==> config.mk <==
export PLATFORM = sky130hd
export DESIGN_NAME = rhpm_fifo
export DESIGN_NICKNAME = d
export VERILOG_FILES = /design/src/rtl/rhpm_fifo.sv
export SDC_FILE = /design/constraint.sdc
export NUM_CORES = 1
export LEC_CHECK = 0
export BUFFER_PORTS_ARGS = -buffer_cell sky130_fd_sc_hd__buf_2
export CORE_MARGIN = 2
export CORE_UTILIZATION = 40
export DETAILED_ROUTE_END_ITERATION = 6
export PLACE_DENSITY_LB_ADDON = 0.05
export SYNTH_ARGS = -nofsm -noshare
export SYNTH_HDL_FRONTEND = slang
export SYNTH_SLANG_ARGS = --single-unit
==> constraint.sdc <==
create_clock -name clk -period 3.26 [get_ports clk]
set_input_delay 0.489 -clock clk [delete_from_list [all_inputs] [get_ports clk]]
set_output_delay 0.489 -clock clk [all_outputs]
set_load 0.01 [all_outputs]
==> src/rtl/rhpm_fifo.sv <==
// Small register queue that holds match positions until the consumer takes them.
// Depends on nothing beyond its parameters.
module rhpm_fifo #(
  parameter int WIDTH = 32,
  parameter int DEPTH = 16
) (
  input  logic             clk,
  input  logic             rst,
  input  logic             push,
  input  logic [WIDTH-1:0] wdata,
  input  logic             pop,
  output logic             not_empty,
  output logic [WIDTH-1:0] rdata
);

  localparam int AW = $clog2(DEPTH);
  localparam int CW = $clog2(DEPTH + 1);

  logic [WIDTH-1:0] mem [DEPTH];
  logic [AW-1:0]    wr_ptr;
  logic [AW-1:0]    rd_ptr;
  logic [CW-1:0]    count;

  assign not_empty = (count != '0);
  assign rdata     = mem[rd_ptr];

  always_ff @(posedge clk) begin
    if (push) begin
      mem[wr_ptr] <= wdata;
    end
  end

  always_ff @(posedge clk) begin
    if (rst) begin
      wr_ptr <= '0;
      rd_ptr <= '0;
      count  <= '0;
    end else begin
      if (push) begin
        wr_ptr <= (wr_ptr == AW'(DEPTH - 1)) ? '0 : wr_ptr + AW'(1);
      end
      if (pop) begin
        rd_ptr <= (rd_ptr == AW'(DEPTH - 1)) ? '0 : rd_ptr + AW'(1);
      end
      if (push && !pop) begin
        count <= count + CW'(1);
      end else if (pop && !push) begin
        count <= count - CW'(1);
      end
    end
  end

endmodule

==> flow_summary_export.csv <==
group,metric,value,unit
yosys,synth_common_cells,"edfxtp_1, mux4_2, a22oi_1",
cells_and_area,nFillCells,4122,
cells_and_area,final_cell_area,0.0234,mm2
cells_and_area,area_growth_syn_to_layout,16.9,%
drt,dr.max_layer_used,"met5",
drt,m1WireLength,21000,um
yosys,ys_types,30,
grt,antenna_found_initial,2,
timing,tightest_slew,0.779,ns
yosys,ys_top_cells_by_area,"edfxtp_1, mux4_2, a22oi_1",
floorplanning,die_w,228,um
yosys,synth_nets,941,
yosys,muxShareOfSynthArea,14.6,%
timing,finalMaxSlewViolations,0,
grt,grt_max_degree,39,
cells_and_area,fin_cells,1733,
place,place_area,0.0216,mm2
timing,setup_tns,0,ns
floorplanning,die-area,0.0519,mm2
critical_path,required,2.77,ns
floorplanning,die_h,228,um
place,place.gp.congestion,0.685,
yosys,synth-seq-cells,529,
power_and_ir_drop,ir_drop,0.390,mV
yosys,yosys.area_share.simple,2.12,%
critical_path,criticalPathCategory,"reg2out",
timing,fmax,324,MHz
yosys,syn-cell-area,0.0200,mm2
cells_and_area,ff_latch_area,0.0157,mm2
yosys,synth.largest_area_cell,"edfxtp_1",
critical_path,cp-end-kind,"output pin",
drt,routedWlPerCell,26.9,um
timing,fin_crit_sh,94.8,%
yosys,async_reset_ff_share,0,%
min_path,min-delay-path-class,"in2reg",
clock_tree,cts.clk_slew.worst_paths,0.06,ns
floorplanning,floorplan.initialDensity,40.3,%
yosys,synthAdderAreaFrac,0.662,%
floorplanning,placementRows,82,
drt,first_pass_iters,5,
grt,grt_use_total,18.4,%
drt,wl_met3,2170,um
yosys,synth-seq-area-share,78.5,%
clock_tree,ctsHoldBuffers,0,
status,status,"completed",
clock_tree,cts_resized,0,
drt,drt-vias-per-instance,5.39,
timing,layout_min_cycle_time,3.09,ns
timing,setup_viol,0,
power_and_ir_drop,finalPower,14.7,mW
timing,rsz0062_at_grt,"false",
cells_and_area,finalCoreUtilization,47.0,%
yosys,yosysWarnings,0,
drt,drc_errors,0,
yosys,synth_xor_area_share,0.175,%
clock_tree,cts_max_level,2,
drt,drt_iter0_drc,623,
cells_and_area,multiInputGateArea,0.00412,mm2
drt,drt_wl_total,46700,um
yosys,synth_top_family_by_area,"multiplexers",
grt,grt-ovfl-total,0,
drt,vias,9347,
drt,routed-wl-met2,22600,um
yosys,synth_edf_count,512,
clock_tree,clkSinkCount,529,
timing,hold_violations,0,
timing,relSlewSlack,48.1,%
clock_tree,clockBufferDepth,3,
clock_tree,cts_setup_buffers,0,
floorplanning,core,0.0498,mm2
place,place.detailed.hpwl,24900,um
clock_tree,clock_latency,0.61,ns
timing,fin_worst_skew,0.0109,ns
place,dp.cells,1632,
critical_path,crit_fanout,38,
yosys,netlist_instances,895,
cells_and_area,drive_gt1_share,31.7,%
yosys,syn_area_per_cell,22.4,um2
yosys,synth-compound-area-share,2.74,%
clock_tree,cts_buffers,56,
place,numPortBuffers,68,
cells_and_area,num-nets-final,1064,
yosys,synth_ff_type,"edfxtp_1",
grt,grt_first_pass_wirelength,69200,um
yosys,yosysMostFrequentCell,"edfxtp_1",
critical_path,critPathArrivalTime,2.60,ns
flow_run,max-cap-violations,0,
clock_tree,cts_tree,"built",
floorplanning,pin_count,69,
power_and_ir_drop,power_density,626,mW/mm2
clock_tree,clock-root-buffer,"clkbuf_16",
yosys,synth_top_area_share,76.8,%
critical_path,start_kind,"flop",
drt,ant_nets,0,
power_and_ir_drop,power.leakage,7.48,nW
grt,grt_pass1_vias,10100,
-- critical path, stage by stage (launching register included) --
cell     delay, ns
dfxtp_4       0.49
buf_12        0.34
mux4_2        0.54
a22oi_1       0.23
nand2_1       0.19
buf_2         0.19
-- registers in the layout, indices dropped and copies added, names as in the netlist, named ones only --
name	count
count	5
mem	512
rd_ptr	4
wr_ptr	4
-- kinds of logic after synthesis --
family | Yosys count
flops | 529
mux | 133
simple gates | 90
compound gates | 77
buf+inv | 52
fa+ha+maj | 10
xor+xnor | 4
-- layout by cell type, fill, tap and decap left out, types with 2 or more instances in the layout --
master     count
or3_1          2
clkinv_1      12
dfxtp_1       15
clkbuf_8       3
nand2b_1       2
inv_1          6
buf_4         23
dfxtp_4        2
xor2_1         4
nor2_1        17
clkbuf_16     57
a22oi_1       64
clkbuf_1      14
edfxtp_1     512
buf_2         68
inv_6          2
mux2i_1        4
and2_2        17
o21ai_0        2
clkinv_2       5
nand2_1       39
bufinv_16      6
mux4_2       128
a21oi_1        9
buf_12        19
nor2b_4        2
ha_1           9
nand3_1        3
nor4_1         2
-- through the flow --
| stage | setup WS, ns | hold slack, ns |
|---|---|---|
| after global routing | 0.0344 | 0.254 |
| after detailed placement | 0.749 | 0.516 |
| after CTS | 0.0834 | 0.213 |
| after floorplan | 1.04 | 0.472 |
| after global placement | 0.756 | 0.509 |
| final | 0.169 | 0.249 |
-- worst paths after layout --
check	startpoint	to	cells past startpoint	slack [ns]
setup / recovery	flop	rdata[2]	5	0.17
hold / removal	pop	rd_ptr[1]	3	0.25
setup reg to reg	wr_ptr[2]	mem[5][28]	4	1.16
hold reg to reg	rd_ptr[3]	rd_ptr[3]	2	0.53
-- cell type report --
| type | count | share of cell area, % |
|---|---|---|
| Clock buffer | 74 | 6.49 |
| Antenna cell | 1 | 0.0107 |
| Timing Repair Buffer | 111 | 3.86 |
| Sequential cell | 529 | 67.2 |
| Tap cell | 672 | 3.59 |
| Multi-Input combinational cell | 314 | 17.6 |
| Inverter | 6 | 0.0962 |
| Clock inverter | 26 | 1.18 |
-- routing by layer --
metal	vias up	GRT usage, %
li1	4011	-
met4	2	5.37
met3	62	2.84
met2	216	29.7
met5	-	0
met1	5056	26.2
-- report_power, final --
part           leakage [nW]  internal (mW)  switching [mW]
sequential             4.77           7.54          0.0483
combinational          1.84          0.373           0.444
clock                 0.873           3.72            2.54
total                  7.48           11.6            3.03
Power figures use the tool's default switching activity.
