## src/rtl/rhpm_pkg.sv

```systemverilog
// Shared types, constants and modular helpers for the rolling hash pattern matcher.
// Has no dependencies; every other file in rtl except rhpm_fifo refers to it by scoped names.
package rhpm_pkg;

  localparam int MAX_PATTERN_DEF   = 64;
  localparam int POSITION_BITS_DEF = 32;

  localparam int HASH_W = 30;
  localparam logic [HASH_W-1:0] HASH_MOD    = 30'd1000000009;
  localparam logic [HASH_W-1:0] HASH_ONE    = 30'd1;
  localparam logic [7:0]        CHAR_OFFSET = 8'd96;

  // 2^30 is congruent to FOLD modulo HASH_MOD, which lets high bits fold back down.
  localparam logic [31:0] FOLD = 32'd1073741824 - 32'(HASH_MOD);

  // Barrett reciprocal for products below 2^60.
  localparam logic [63:0] MU_WIDE = (64'd1 << 60) / 64'(HASH_MOD);
  localparam logic [30:0] MU      = MU_WIDE[30:0];

  // Register stages inside the modular multiplier.
  localparam int MODMUL_LAT = 4;

  // Entries of the result queue; also the credit limit on text items in flight.
  localparam int OUT_DEPTH = 16;

  typedef enum logic [1:0] {
    KIND_CLEAR   = 2'd0,
    KIND_PATTERN = 2'd1,
    KIND_TEXT    = 2'd2
  } kind_t;

  typedef struct packed {
    logic shift;
    logic load;
  } cell_ctl_t;

  function automatic logic [HASH_W-1:0] byte_value(input logic [7:0] ch);
    logic [HASH_W-1:0] v;
    if (ch >= CHAR_OFFSET) begin
      v = 30'(ch) - 30'(CHAR_OFFSET);
    end else begin
      v = 30'(ch) + (HASH_MOD - 30'(CHAR_OFFSET));
    end
    return v;
  endfunction

  function automatic logic [HASH_W-1:0] add_mod(input logic [HASH_W-1:0] a,
                                               input logic [HASH_W-1:0] b);
    logic [HASH_W:0] s;
    s = 31'(a) + 31'(b);
    if (s >= 31'(HASH_MOD)) begin
      s = s - 31'(HASH_MOD);
    end
    return s[HASH_W-1:0];
  endfunction

  // p * 31 mod HASH_MOD by two folds of the bits above 2^30 and one correction.
  function automatic logic [HASH_W-1:0] mul_base_mod(input logic [HASH_W-1:0] p);
    logic [34:0] x;
    logic [31:0] r1;
    logic [30:0] r2;
    x  = {p, 5'b0} - 35'(p);
    r1 = 32'(x[29:0]) + 32'(x[34:30]) * FOLD;
    r2 = 31'(r1[29:0]) + 31'(r1[31:30]) * 31'(FOLD);
    if (r2 >= 31'(HASH_MOD)) begin
      r2 = r2 - 31'(HASH_MOD);
    end
    return r2[HASH_W-1:0];
  endfunction

endpackage

```

## src/rtl/rhpm_cell.sv

```systemverilog
// One cell of the window delay line: holds one stored hash target.
// Depends on rhpm_pkg for the hash width and the cell control struct.
module rhpm_cell (
  input  logic                          clk,
  input  rhpm_pkg::cell_ctl_t           ctl,
  input  logic [rhpm_pkg::HASH_W-1:0]   x_in,
  input  logic [rhpm_pkg::HASH_W-1:0]   nxt,
  output logic [rhpm_pkg::HASH_W-1:0]   val
);

  // The cell at the tail of the active window takes the new value; the others
  // take their neighbour's.
  always_ff @(posedge clk) begin
    if (ctl.shift) begin
      val <= ctl.load ? x_in : nxt;
    end
  end

endmodule

```

## config.mk

```make
export PLATFORM = sky130hd
export DESIGN_NAME = rhpm_cell
export DESIGN_NICKNAME = d
export VERILOG_FILES = /design/src/rtl/rhpm_pkg.sv /design/src/rtl/rhpm_cell.sv
export SDC_FILE = /design/constraint.sdc
export NUM_CORES = 1
export LEC_CHECK = 0
export ABC_AREA = 1
export BUFFER_PORTS_ARGS = -buffer_cell sky130_fd_sc_hd__buf_2
export CORE_ASPECT_RATIO = 0.5
export CORE_UTILIZATION = 28
export CTS_BUF_LIST = sky130_fd_sc_hd__clkbuf_4 sky130_fd_sc_hd__clkbuf_8
export CTS_CLUSTER_DIAMETER = 120
export DETAILED_ROUTE_END_ITERATION = 10
export PLACE_DENSITY = 0.68
export SYNTH_ARGS = -nofsm -noshare
export SYNTH_HDL_FRONTEND = slang
export SYNTH_SLANG_ARGS = --single-unit
```

## constraint.sdc

```tcl
create_clock -name clk -period 1.15 [get_ports clk]
set_input_delay 0.23 -clock clk [delete_from_list [all_inputs] [get_ports clk]]
set_output_delay 0.23 -clock clk [all_outputs]
set_load 0.1 [all_outputs]
```

==> results.md <==
- Status: finished clean
- Tot Pwr: 3.61 mW
- DP Area: 2260 sq um
- Initial drt markers: 38
- # setup viols final: 0
- Sequential fraction of the synthesis area: a little over 70%
- Post-Syn Area: approximately 1300 sq um
- Regs by FF count: val x30
- Final Max Slew Viols: 0
- Die area: 4830 sq um
- Wire length per cell: approximately 12 microns
- Initial Utilization: 30.9%
- Share of layout cells above drive strength 1: 46.0%
- Power Density: ~1500 nW/um^2
- Dominant delay contributor by cell family on the critical path: flip-flops
- Antenna violations before repair: 0
- Synth Instances: 127
- Drt first pass iters: 4
- DR vias: 1150
- Tcrit/Tclk final: a little over nine tenths
- Slew headroom: approximately two thirds
- Global-route wire length before repair: between 5000 and 6000 microns
- #FFs+latches synth: 30
- Max IR drop VDD: between 0.0005 and 0.0006 V
- Clk sink count: 30
- Grt total ovfl: 0
- Max reg flops: 30
- CP Data Required Time: 920 ps
- Root buf cell: clkbuf_8
- Fill cells: ~340
- Clock Pin Slew Worst Setup and Hold Paths: approximately 70 ps
- MaxCap Viol Count: 0
- Layout Nets: 286
- DRT antenna net count: 0
- Fin crit period: roughly 1100 ps
- Buf/Inv on CP: 1
- Post-Route WL: roughly 3400 microns
- Area of the multi-input gates: ~340 sq um
- Detailed Place HPWL: approximately 2600 microns
- Largest Register: val
- Max Clock Freq: between 0.8 and 0.9 GHz
- Worst setup SP type: flip-flop
- GRT Total Usage: between 15 and 20%
- Antenna diode count: 0
- Post-Layout Inst Area: ~2300 sq um
- Largest net degree at the start of global routing: 31
- Core ar.: between 4000 and 5000 sq um
- Syn. warnings: 0
- Critical Path, Cell by Cell: buf_12
- Unique cell type count in the Yosys netlist: 4
- Num CTS Buffers: 5
- Worst path max stage delay: approximately 430 ps
- PortBufs: 92
- DRC: 0
- Synth top area cells: edfxtp_1 (71%), nand2_1 (27%), buf_2 (2.4%)
- Synth area leader: edfxtp_1
- Leak: between 1 and 1.5 nW
- Hold WC Path Type: in -> reg
- Worst slew pin tran: roughly 480 ps
- Worst hold path startpoint: nxt[19]
- Critical path startpoint: val[10]
- I/O pin cnt: just over 90
- Synthesized area per cell: 10.0 sq um
- RSZ-0062 raised after global routing: true
- Critical-path top delay cell: edfxtp_1
- Vias in the first global route: between 1000 and 1500
- CP arrival: roughly 900 ps
- Syn nets: 190
- Critical path class: reg -> out
- Reg area: approximately 900 sq um
- Cell Rows: 16
- CTS tree: done
- Vias per Instance: approximately 4.1
- Area Overhead vs Synth: 84.0%
- CP Max Fanout: 1
- Placer Congestion: 0.731
- Die Ht: 49.7 microns
- Maximum root-to-sink buffer count: 2
- CTS Hold Bufs: 0
- Final hold vios: 0
- Die width: between 90 and 100 microns
- Synth top area share: 70.8%
- Crit end category: primary output
- Max H-tree Level: 2
==> per-stage QoR <==
stage                     setup slack (ps)  TNS (ps)  std cells  hold WS [ps]  util [%]
after floorplan                       16.0         0        127           342         -
after global placement                 142         0        270           492      54.7
after detailed placement              87.5         0        270           498      54.7
after CTS                             8.02         0        278           205      56.8
after global routing                 -16.0      -123        278           202      56.8
final                                 18.3         0        278           213      56.8
==> what timing repair did <==
action | 4_1_cts | 5_1_grt
gates resized for setup | 0 | 0
buffers inserted | 0 | 0
setup endpoints to repair | 0 | 16
==> cell usage after synthesis, drive strengths merged <==
cell,n
nand2,90
inv,1
buf,6
edfxtp,30
==> cell usage in the layout, fill, tap and decap left out <==
cell type	instances
buf_4	2
clkbuf_8	5
buf_2	62
buf_12	31
clkinv_2	1
clkinv_1	1
inv_2	1
nand2_1	90
clkbuf_4	1
edfxtp_1	30
==> cell families (layout without fill, tap and decap cells) <==
family,after synthesis,after routing,synth area share (%)
simple gates,90,90,26.5
flops,30,30,70.8
buf+inv,7,104,2.65
==> power breakdown <==
group          switching, mW  internal (mW)  leakage [nW]
sequential            0.0804           1.33         0.292
clock                  0.397          0.439        0.0460
combinational          0.881          0.481         0.813
total                   1.36           2.25          1.15
==> cell type report <==
cell class	count	share of cell area [%]
clock buffers	6	3.26
clock inverters	2	0.374
inverters	1	0.160
multi-input cells	90	14.4
flip-flops and latches	30	38.5
well taps	54	2.89
repair buffers	95	40.4
==> routing by layer <==
layer  wire length (microns)  vias to the layer above  global-route usage (%)
met5                       0                        -                       0
met2                    1830                       40                    26.4
met4                     112                        0                    8.58
li1                        -                      596                       -
met3                     138                       10                    6.10
met1                    1350                      504                    16.0
==> final timing paths <==
path                  end  depth (start not counted)
setup / recovery  val[10]                          1
hold / removal    val[19]                          3
(Power assumes the default switching activity.)
