[config.mk]
export PLATFORM = sky130hd
export DESIGN_NAME = rhpm_modmul
export DESIGN_NICKNAME = d
export VERILOG_FILES = /design/src/rtl/rhpm_pkg.sv /design/src/rtl/rhpm_modmul.sv
export SDC_FILE = /design/constraint.sdc
export NUM_CORES = 2
export LEC_CHECK = 0
export BUFFER_PORTS_ARGS = -buffer_cell sky130_fd_sc_hd__buf_2
export CAP_MARGIN = 40
export CORE_MARGIN = 2
export CORE_UTILIZATION = 60
export DETAILED_ROUTE_END_ITERATION = 8
export PLACE_DENSITY = 0.77
export SETUP_SLACK_MARGIN = 0.1
export SLEW_MARGIN = 40
export SYNTH_ARGS = -nofsm -noshare
export SYNTH_HDL_FRONTEND = slang
export SYNTH_SLANG_ARGS = --single-unit
[constraint.sdc]
create_clock -name clk -period 10 [get_ports clk]
set_clock_uncertainty 0.2 [all_clocks]
set_input_delay 0.5 -clock clk [delete_from_list [all_inputs] [get_ports clk]]
set_output_delay 0.5 -clock clk [all_outputs]
set_load 0.1 [all_outputs]
[src/rtl/rhpm_pkg.sv]
// Shared types, constants and modular helpers for the rolling hash pattern matcher.
// Has no dependencies; every other file in rtl except rhpm_fifo refers to it by scoped names.
package rhpm_pkg;

  localparam int MAX_PATTERN_DEF   = 64;
  localparam int POSITION_BITS_DEF = 32;

  localparam int HASH_W = 30;
  localparam logic [HASH_W-1:0] HASH_MOD    = 30'd1000000009;
  localparam logic [HASH_W-1:0] HASH_ONE    = 30'd1;
  localparam logic [7:0]        CHAR_OFFSET = 8'd96;

  // 2^30 is congruent to FOLD modulo HASH_MOD, which lets high bits fold back down.
  localparam logic [31:0] FOLD = 32'd1073741824 - 32'(HASH_MOD);

  // Barrett reciprocal for products below 2^60.
  localparam logic [63:0] MU_WIDE = (64'd1 << 60) / 64'(HASH_MOD);
  localparam logic [30:0] MU      = MU_WIDE[30:0];

  // Register stages inside the modular multiplier.
  localparam int MODMUL_LAT = 4;

  // Entries of the result queue; also the credit limit on text items in flight.
  localparam int OUT_DEPTH = 16;

  typedef enum logic [1:0] {
    KIND_CLEAR   = 2'd0,
    KIND_PATTERN = 2'd1,
    KIND_TEXT    = 2'd2
  } kind_t;

  typedef struct packed {
    logic shift;
    logic load;
  } cell_ctl_t;

  function automatic logic [HASH_W-1:0] byte_value(input logic [7:0] ch);
    logic [HASH_W-1:0] v;
    if (ch >= CHAR_OFFSET) begin
      v = 30'(ch) - 30'(CHAR_OFFSET);
    end else begin
      v = 30'(ch) + (HASH_MOD - 30'(CHAR_OFFSET));
    end
    return v;
  endfunction

  function automatic logic [HASH_W-1:0] add_mod(input logic [HASH_W-1:0] a,
                                               input logic [HASH_W-1:0] b);
    logic [HASH_W:0] s;
    s = 31'(a) + 31'(b);
    if (s >= 31'(HASH_MOD)) begin
      s = s - 31'(HASH_MOD);
    end
    return s[HASH_W-1:0];
  endfunction

  // p * 31 mod HASH_MOD by two folds of the bits above 2^30 and one correction.
  function automatic logic [HASH_W-1:0] mul_base_mod(input logic [HASH_W-1:0] p);
    logic [34:0] x;
    logic [31:0] r1;
    logic [30:0] r2;
    x  = {p, 5'b0} - 35'(p);
    r1 = 32'(x[29:0]) + 32'(x[34:30]) * FOLD;
    r2 = 31'(r1[29:0]) + 31'(r1[31:30]) * 31'(FOLD);
    if (r2 >= 31'(HASH_MOD)) begin
      r2 = r2 - 31'(HASH_MOD);
    end
    return r2[HASH_W-1:0];
  endfunction

endpackage

[src/rtl/rhpm_modmul.sv]
// Pipelined multiplier modulo the hash prime, Barrett reduction over four stages.
// Depends on rhpm_pkg for the modulus, the reciprocal and the hash width.
module rhpm_modmul (
  input  logic                          clk,
  input  logic [rhpm_pkg::HASH_W-1:0]   a,
  input  logic [rhpm_pkg::HASH_W-1:0]   b,
  output logic [rhpm_pkg::HASH_W-1:0]   r
);

  logic [59:0] prod;
  logic [29:0] quot;
  logic [31:0] prod_lo;
  logic [31:0] rem;

  logic [61:0] quot_wide;
  logic [59:0] qm;

  assign quot_wide = 62'(prod[59:29]) * 62'(rhpm_pkg::MU);
  assign qm        = 60'(quot) * 60'(rhpm_pkg::HASH_MOD);

  always_ff @(posedge clk) begin
    prod    <= 60'(a) * 60'(b);
    // The estimate is at most two below the true quotient.
    quot    <= quot_wide[60:31];
    prod_lo <= prod[31:0];
    rem     <= prod_lo - qm[31:0];
    if (rem >= 32'(rhpm_pkg::HASH_MOD) * 32'd2) begin
      r <= 30'(rem - 32'(rhpm_pkg::HASH_MOD) * 32'd2);
    end else if (rem >= 32'(rhpm_pkg::HASH_MOD)) begin
      r <= 30'(rem - 32'(rhpm_pkg::HASH_MOD));
    end else begin
      r <= rem[29:0];
    end
  end

endmodule

==> impl_metrics.csv <==
group,metric,value,unit
run_status,status,"complete, no violations",
clocking,clkLatencyLatePin,0.47,ns
synth,syn_inst,5995,
sta,fmax,120,MHz
placement,dp_hpwl,120,mm
clocking,cts_htree_levels,4,
critical_path,crit_required,10.14,ns
sta,finalCritPeriodShare,0.833,
synth,synth_top_flop_cell,"dfxtp_1",
floorplan,num_rows,113,
cells_and_area,final_core_util,0.626,
sta,fin_crit,8.33,ns
placement,port_buffers,90,
floorplan,die_area,0.0981,mm²
synth,synth_warnings,0,
floorplan,core_area,0.0949,mm²
route,first_pass_iters,8,
global_route,gr-total-overflow,0,
clocking,cts_buffers,17,
critical_path,r2r_cells,25,
critical_path,reg2reg_from,"prod[43]",
clocking,clockBufferDepth,2,
hold_path,hold_end,"prod_lo[24]",
cells_and_area,drive_gt1_frac,0.0326,
global_route,antenna_found_initial,2,
global_route,grt_usage,0.307,
global_route,grt_pass1_wl,235,mm
sta,rsz0062_at_grt,"false",
hold_path,holdCritPathClass,"register to register",
sta,max-slew-margin-rel,0.413,
sta,slew_violations,0,
clocking,cts.sinks,184,
synth,synth_edf_count,0,
synth,synth_nets,8168,
sta,timing_hold_violations_final,0,
floorplan,fp.dieW,313,µm
clocking,holdBufCountCts,0,
critical_path,crit_path_end_kind,"register",
hold_path,hold_depth,0,
critical_path,arrival,8.48,ns
floorplan,die_h,313,µm
synth,ys_ff_latch,184,
critical_path,cp_max_fo,7,
cells_and_area,diodes,0,
sta,setup_slack,1.67,ns
route,drcViolationCount,0,
clocking,root_buffer,"clkbuf_16",
route,drtAntennaViolNets,0,
run,cap_violations,0,
sta,finalSetupViolCount,0,
clocking,clk_pin_slew,0.09,ns
route,vias,39900,
global_route,grt_max_degree,42,
placement,dp_slack,1.50,ns
hold_path,worst_hold_startpoint,"prod[24]",
synth,synthDistinctLibCells,95,
critical_path,worst_r2r_endpoint,"quot[19]",
synth,synth_area,0.0574,mm²
route,drt_iter0_drc,2975,
placement,gp_congestion,1.02,
clocking,cts_resized,0,
critical_path,cp-start-kind,"register",
synth,postSynth.asyncResetShare,0,
sta,worstMarginPinSlew,0.879,ns
cells_and_area,fin_nets,8088,
synth,avgSynthCellArea,9.57,µm²
route,wl,144,mm
cells_and_area,area_growth,3.61,%
critical_path,crit_type,"register to register",
route,wl_per_cell,20.0,µm
clocking,cts_tree,"built",
synth,seq_area_frac_synth,0.0642,
global_route,grt_pass1_vias,43800,
sta,setup_tns,0,ns
route,via_per_inst,5.55,
floorplan,initial_core_util,0.605,
floorplan,ios,91,
critical_path,reg2reg_setup_slack,1.67,ns
clocking,cts_setup_buffers,0,
==> stage by stage <==
step                      area, µm²  std cells  hold slack (ns)
after global routing          59400       7193            0.122
final                         59400       7193            0.115
after CTS                     59400       7193            0.118
after detailed placement      58800       7161            0.112
after global placement        58800       7161            0.110
after floorplan               57400       5995            0.110
==> per-layer routing <==
layer	vias up	part of all wire	wire (µm)	GRT usage
met3	371	0.090	12900	0.0566
met1	20100	0.41	59200	0.416
li1	17700	-	-	-
met4	2	0.035	5050	0.0994
met2	1728	0.46	66900	0.501
met5	-	0.000049	7	0
==> synth_stat cells (all sizes together) (8+ instances only) <==
| cell | number | area, µm² |
|---|---|---|
| dfxtp | 184 | 3680 |
| a31oi | 23 | 150 |
| a211o | 11 | 96.3 |
| nor2 | 97 | 372 |
| nand3 | 29 | 150 |
| ha | 858 | 10700 |
| and3 | 10 | 67.6 |
| buf | 8 | 45.0 |
| a211oi | 16 | 125 |
| a21oi | 129 | 664 |
| nor3 | 25 | 135 |
| a21o | 59 | 443 |
| inv | 1615 | 6060 |
| fa | 1254 | 25100 |
| a21boi | 12 | 93.8 |
| nand2 | 480 | 1800 |
| xor2 | 40 | 350 |
| xnor2 | 132 | 1160 |
| nor2b | 10 | 62.6 |
| nand2b | 15 | 93.8 |
| or2 | 8 | 50.1 |
| nand4 | 22 | 138 |
| o21bai | 17 | 128 |
| o21a | 19 | 143 |
| o21ai | 78 | 390 |
| clkbuf | 211 | 795 |
| and2 | 523 | 3270 |
| o211ai | 10 | 85.1 |
==> worst max path at each step <==
stage                to  slack, ns  cells past startpoint     start
2_1_floorplan  prod[58]       2.43                     27     a[10]
3_3_place_gp   prod[30]       1.53                     27     a[11]
3_5_place_dp   prod[30]       1.50                     27     a[12]
4_1_cts        quot[19]       1.68                     25  prod[43]
5_1_grt        quot[26]       1.32                     25  prod[43]
6_report       quot[19]       1.67                     25  prod[43]
==> area by class of cell <==
type | count | area, µm²
multi-input cells | 3977 | 46800
fillers | 7795 | 35400
inverters | 1615 | 6060
flip-flops and latches | 184 | 3690
well taps | 1265 | 1580
repair buffers | 120 | 676
clock buffers | 17 | 425
clock inverters | 15 | 223
==> worst max-delay path: stages (launching register included) <==
cell	delay, ns
dfxtp_1	0.55
inv_1	0.24
fa_1	0.58
inv_1	0.07
fa_1	0.39
fa_1	0.41
fa_1	0.46
fa_1	0.54
inv_1	0.05
fa_1	0.55
inv_1	0.06
fa_1	0.47
inv_1	0.06
fa_1	0.50
inv_1	0.05
ha_1	0.32
and3_1	0.22
nand2_1	0.09
a2111o_1	0.40
a211oi_1	0.73
nor3b_1	0.30
a2111o_1	0.47
a21boi_1	0.19
o21a_1	0.15
nor2_1	0.05
xnor2_1	0.11
==> logic make-up after synthesis <==
group | synth area share
and+or+nand+nor | 0.112
adders and majority gates | 0.625
muxes | 0.000196
AOI/OAI and AO/OA | 0.0522
xor gates and xnor gates | 0.0263
buffers and inverters | 0.120
DFF | 0.0642
==> placed cells by master, fill, tap and decap left out, types with 7 or more instances in the layout <==
cell type	instances
o21ai_0	65
buf_2	90
nor2b_1	10
o211ai_1	8
o21a_1	19
buf_4	30
dfxtp_1	181
nor4_1	7
clkbuf_16	17
a211o_1	11
nand3_1	28
nand2b_1	15
xnor2_1	132
fa_1	1254
a21boi_0	9
and2_1	523
and3_1	9
nand2_1	480
xor2_1	40
nand4_1	22
o21ai_1	13
a211oi_1	15
nor3_1	23
nor2_1	96
o21bai_1	17
a21oi_1	126
a21o_1	59
inv_1	1614
ha_1	858
a31oi_1	22
==> flip-flops by register name, indices dropped and copies added (netlist names) <==
register and cells:
quot 30, r 30, prod 60, prod_lo 32
rem 32
Power is not shown: default switching activity piles up to over one toggle a cycle in this logic, so the estimate is an artifact.
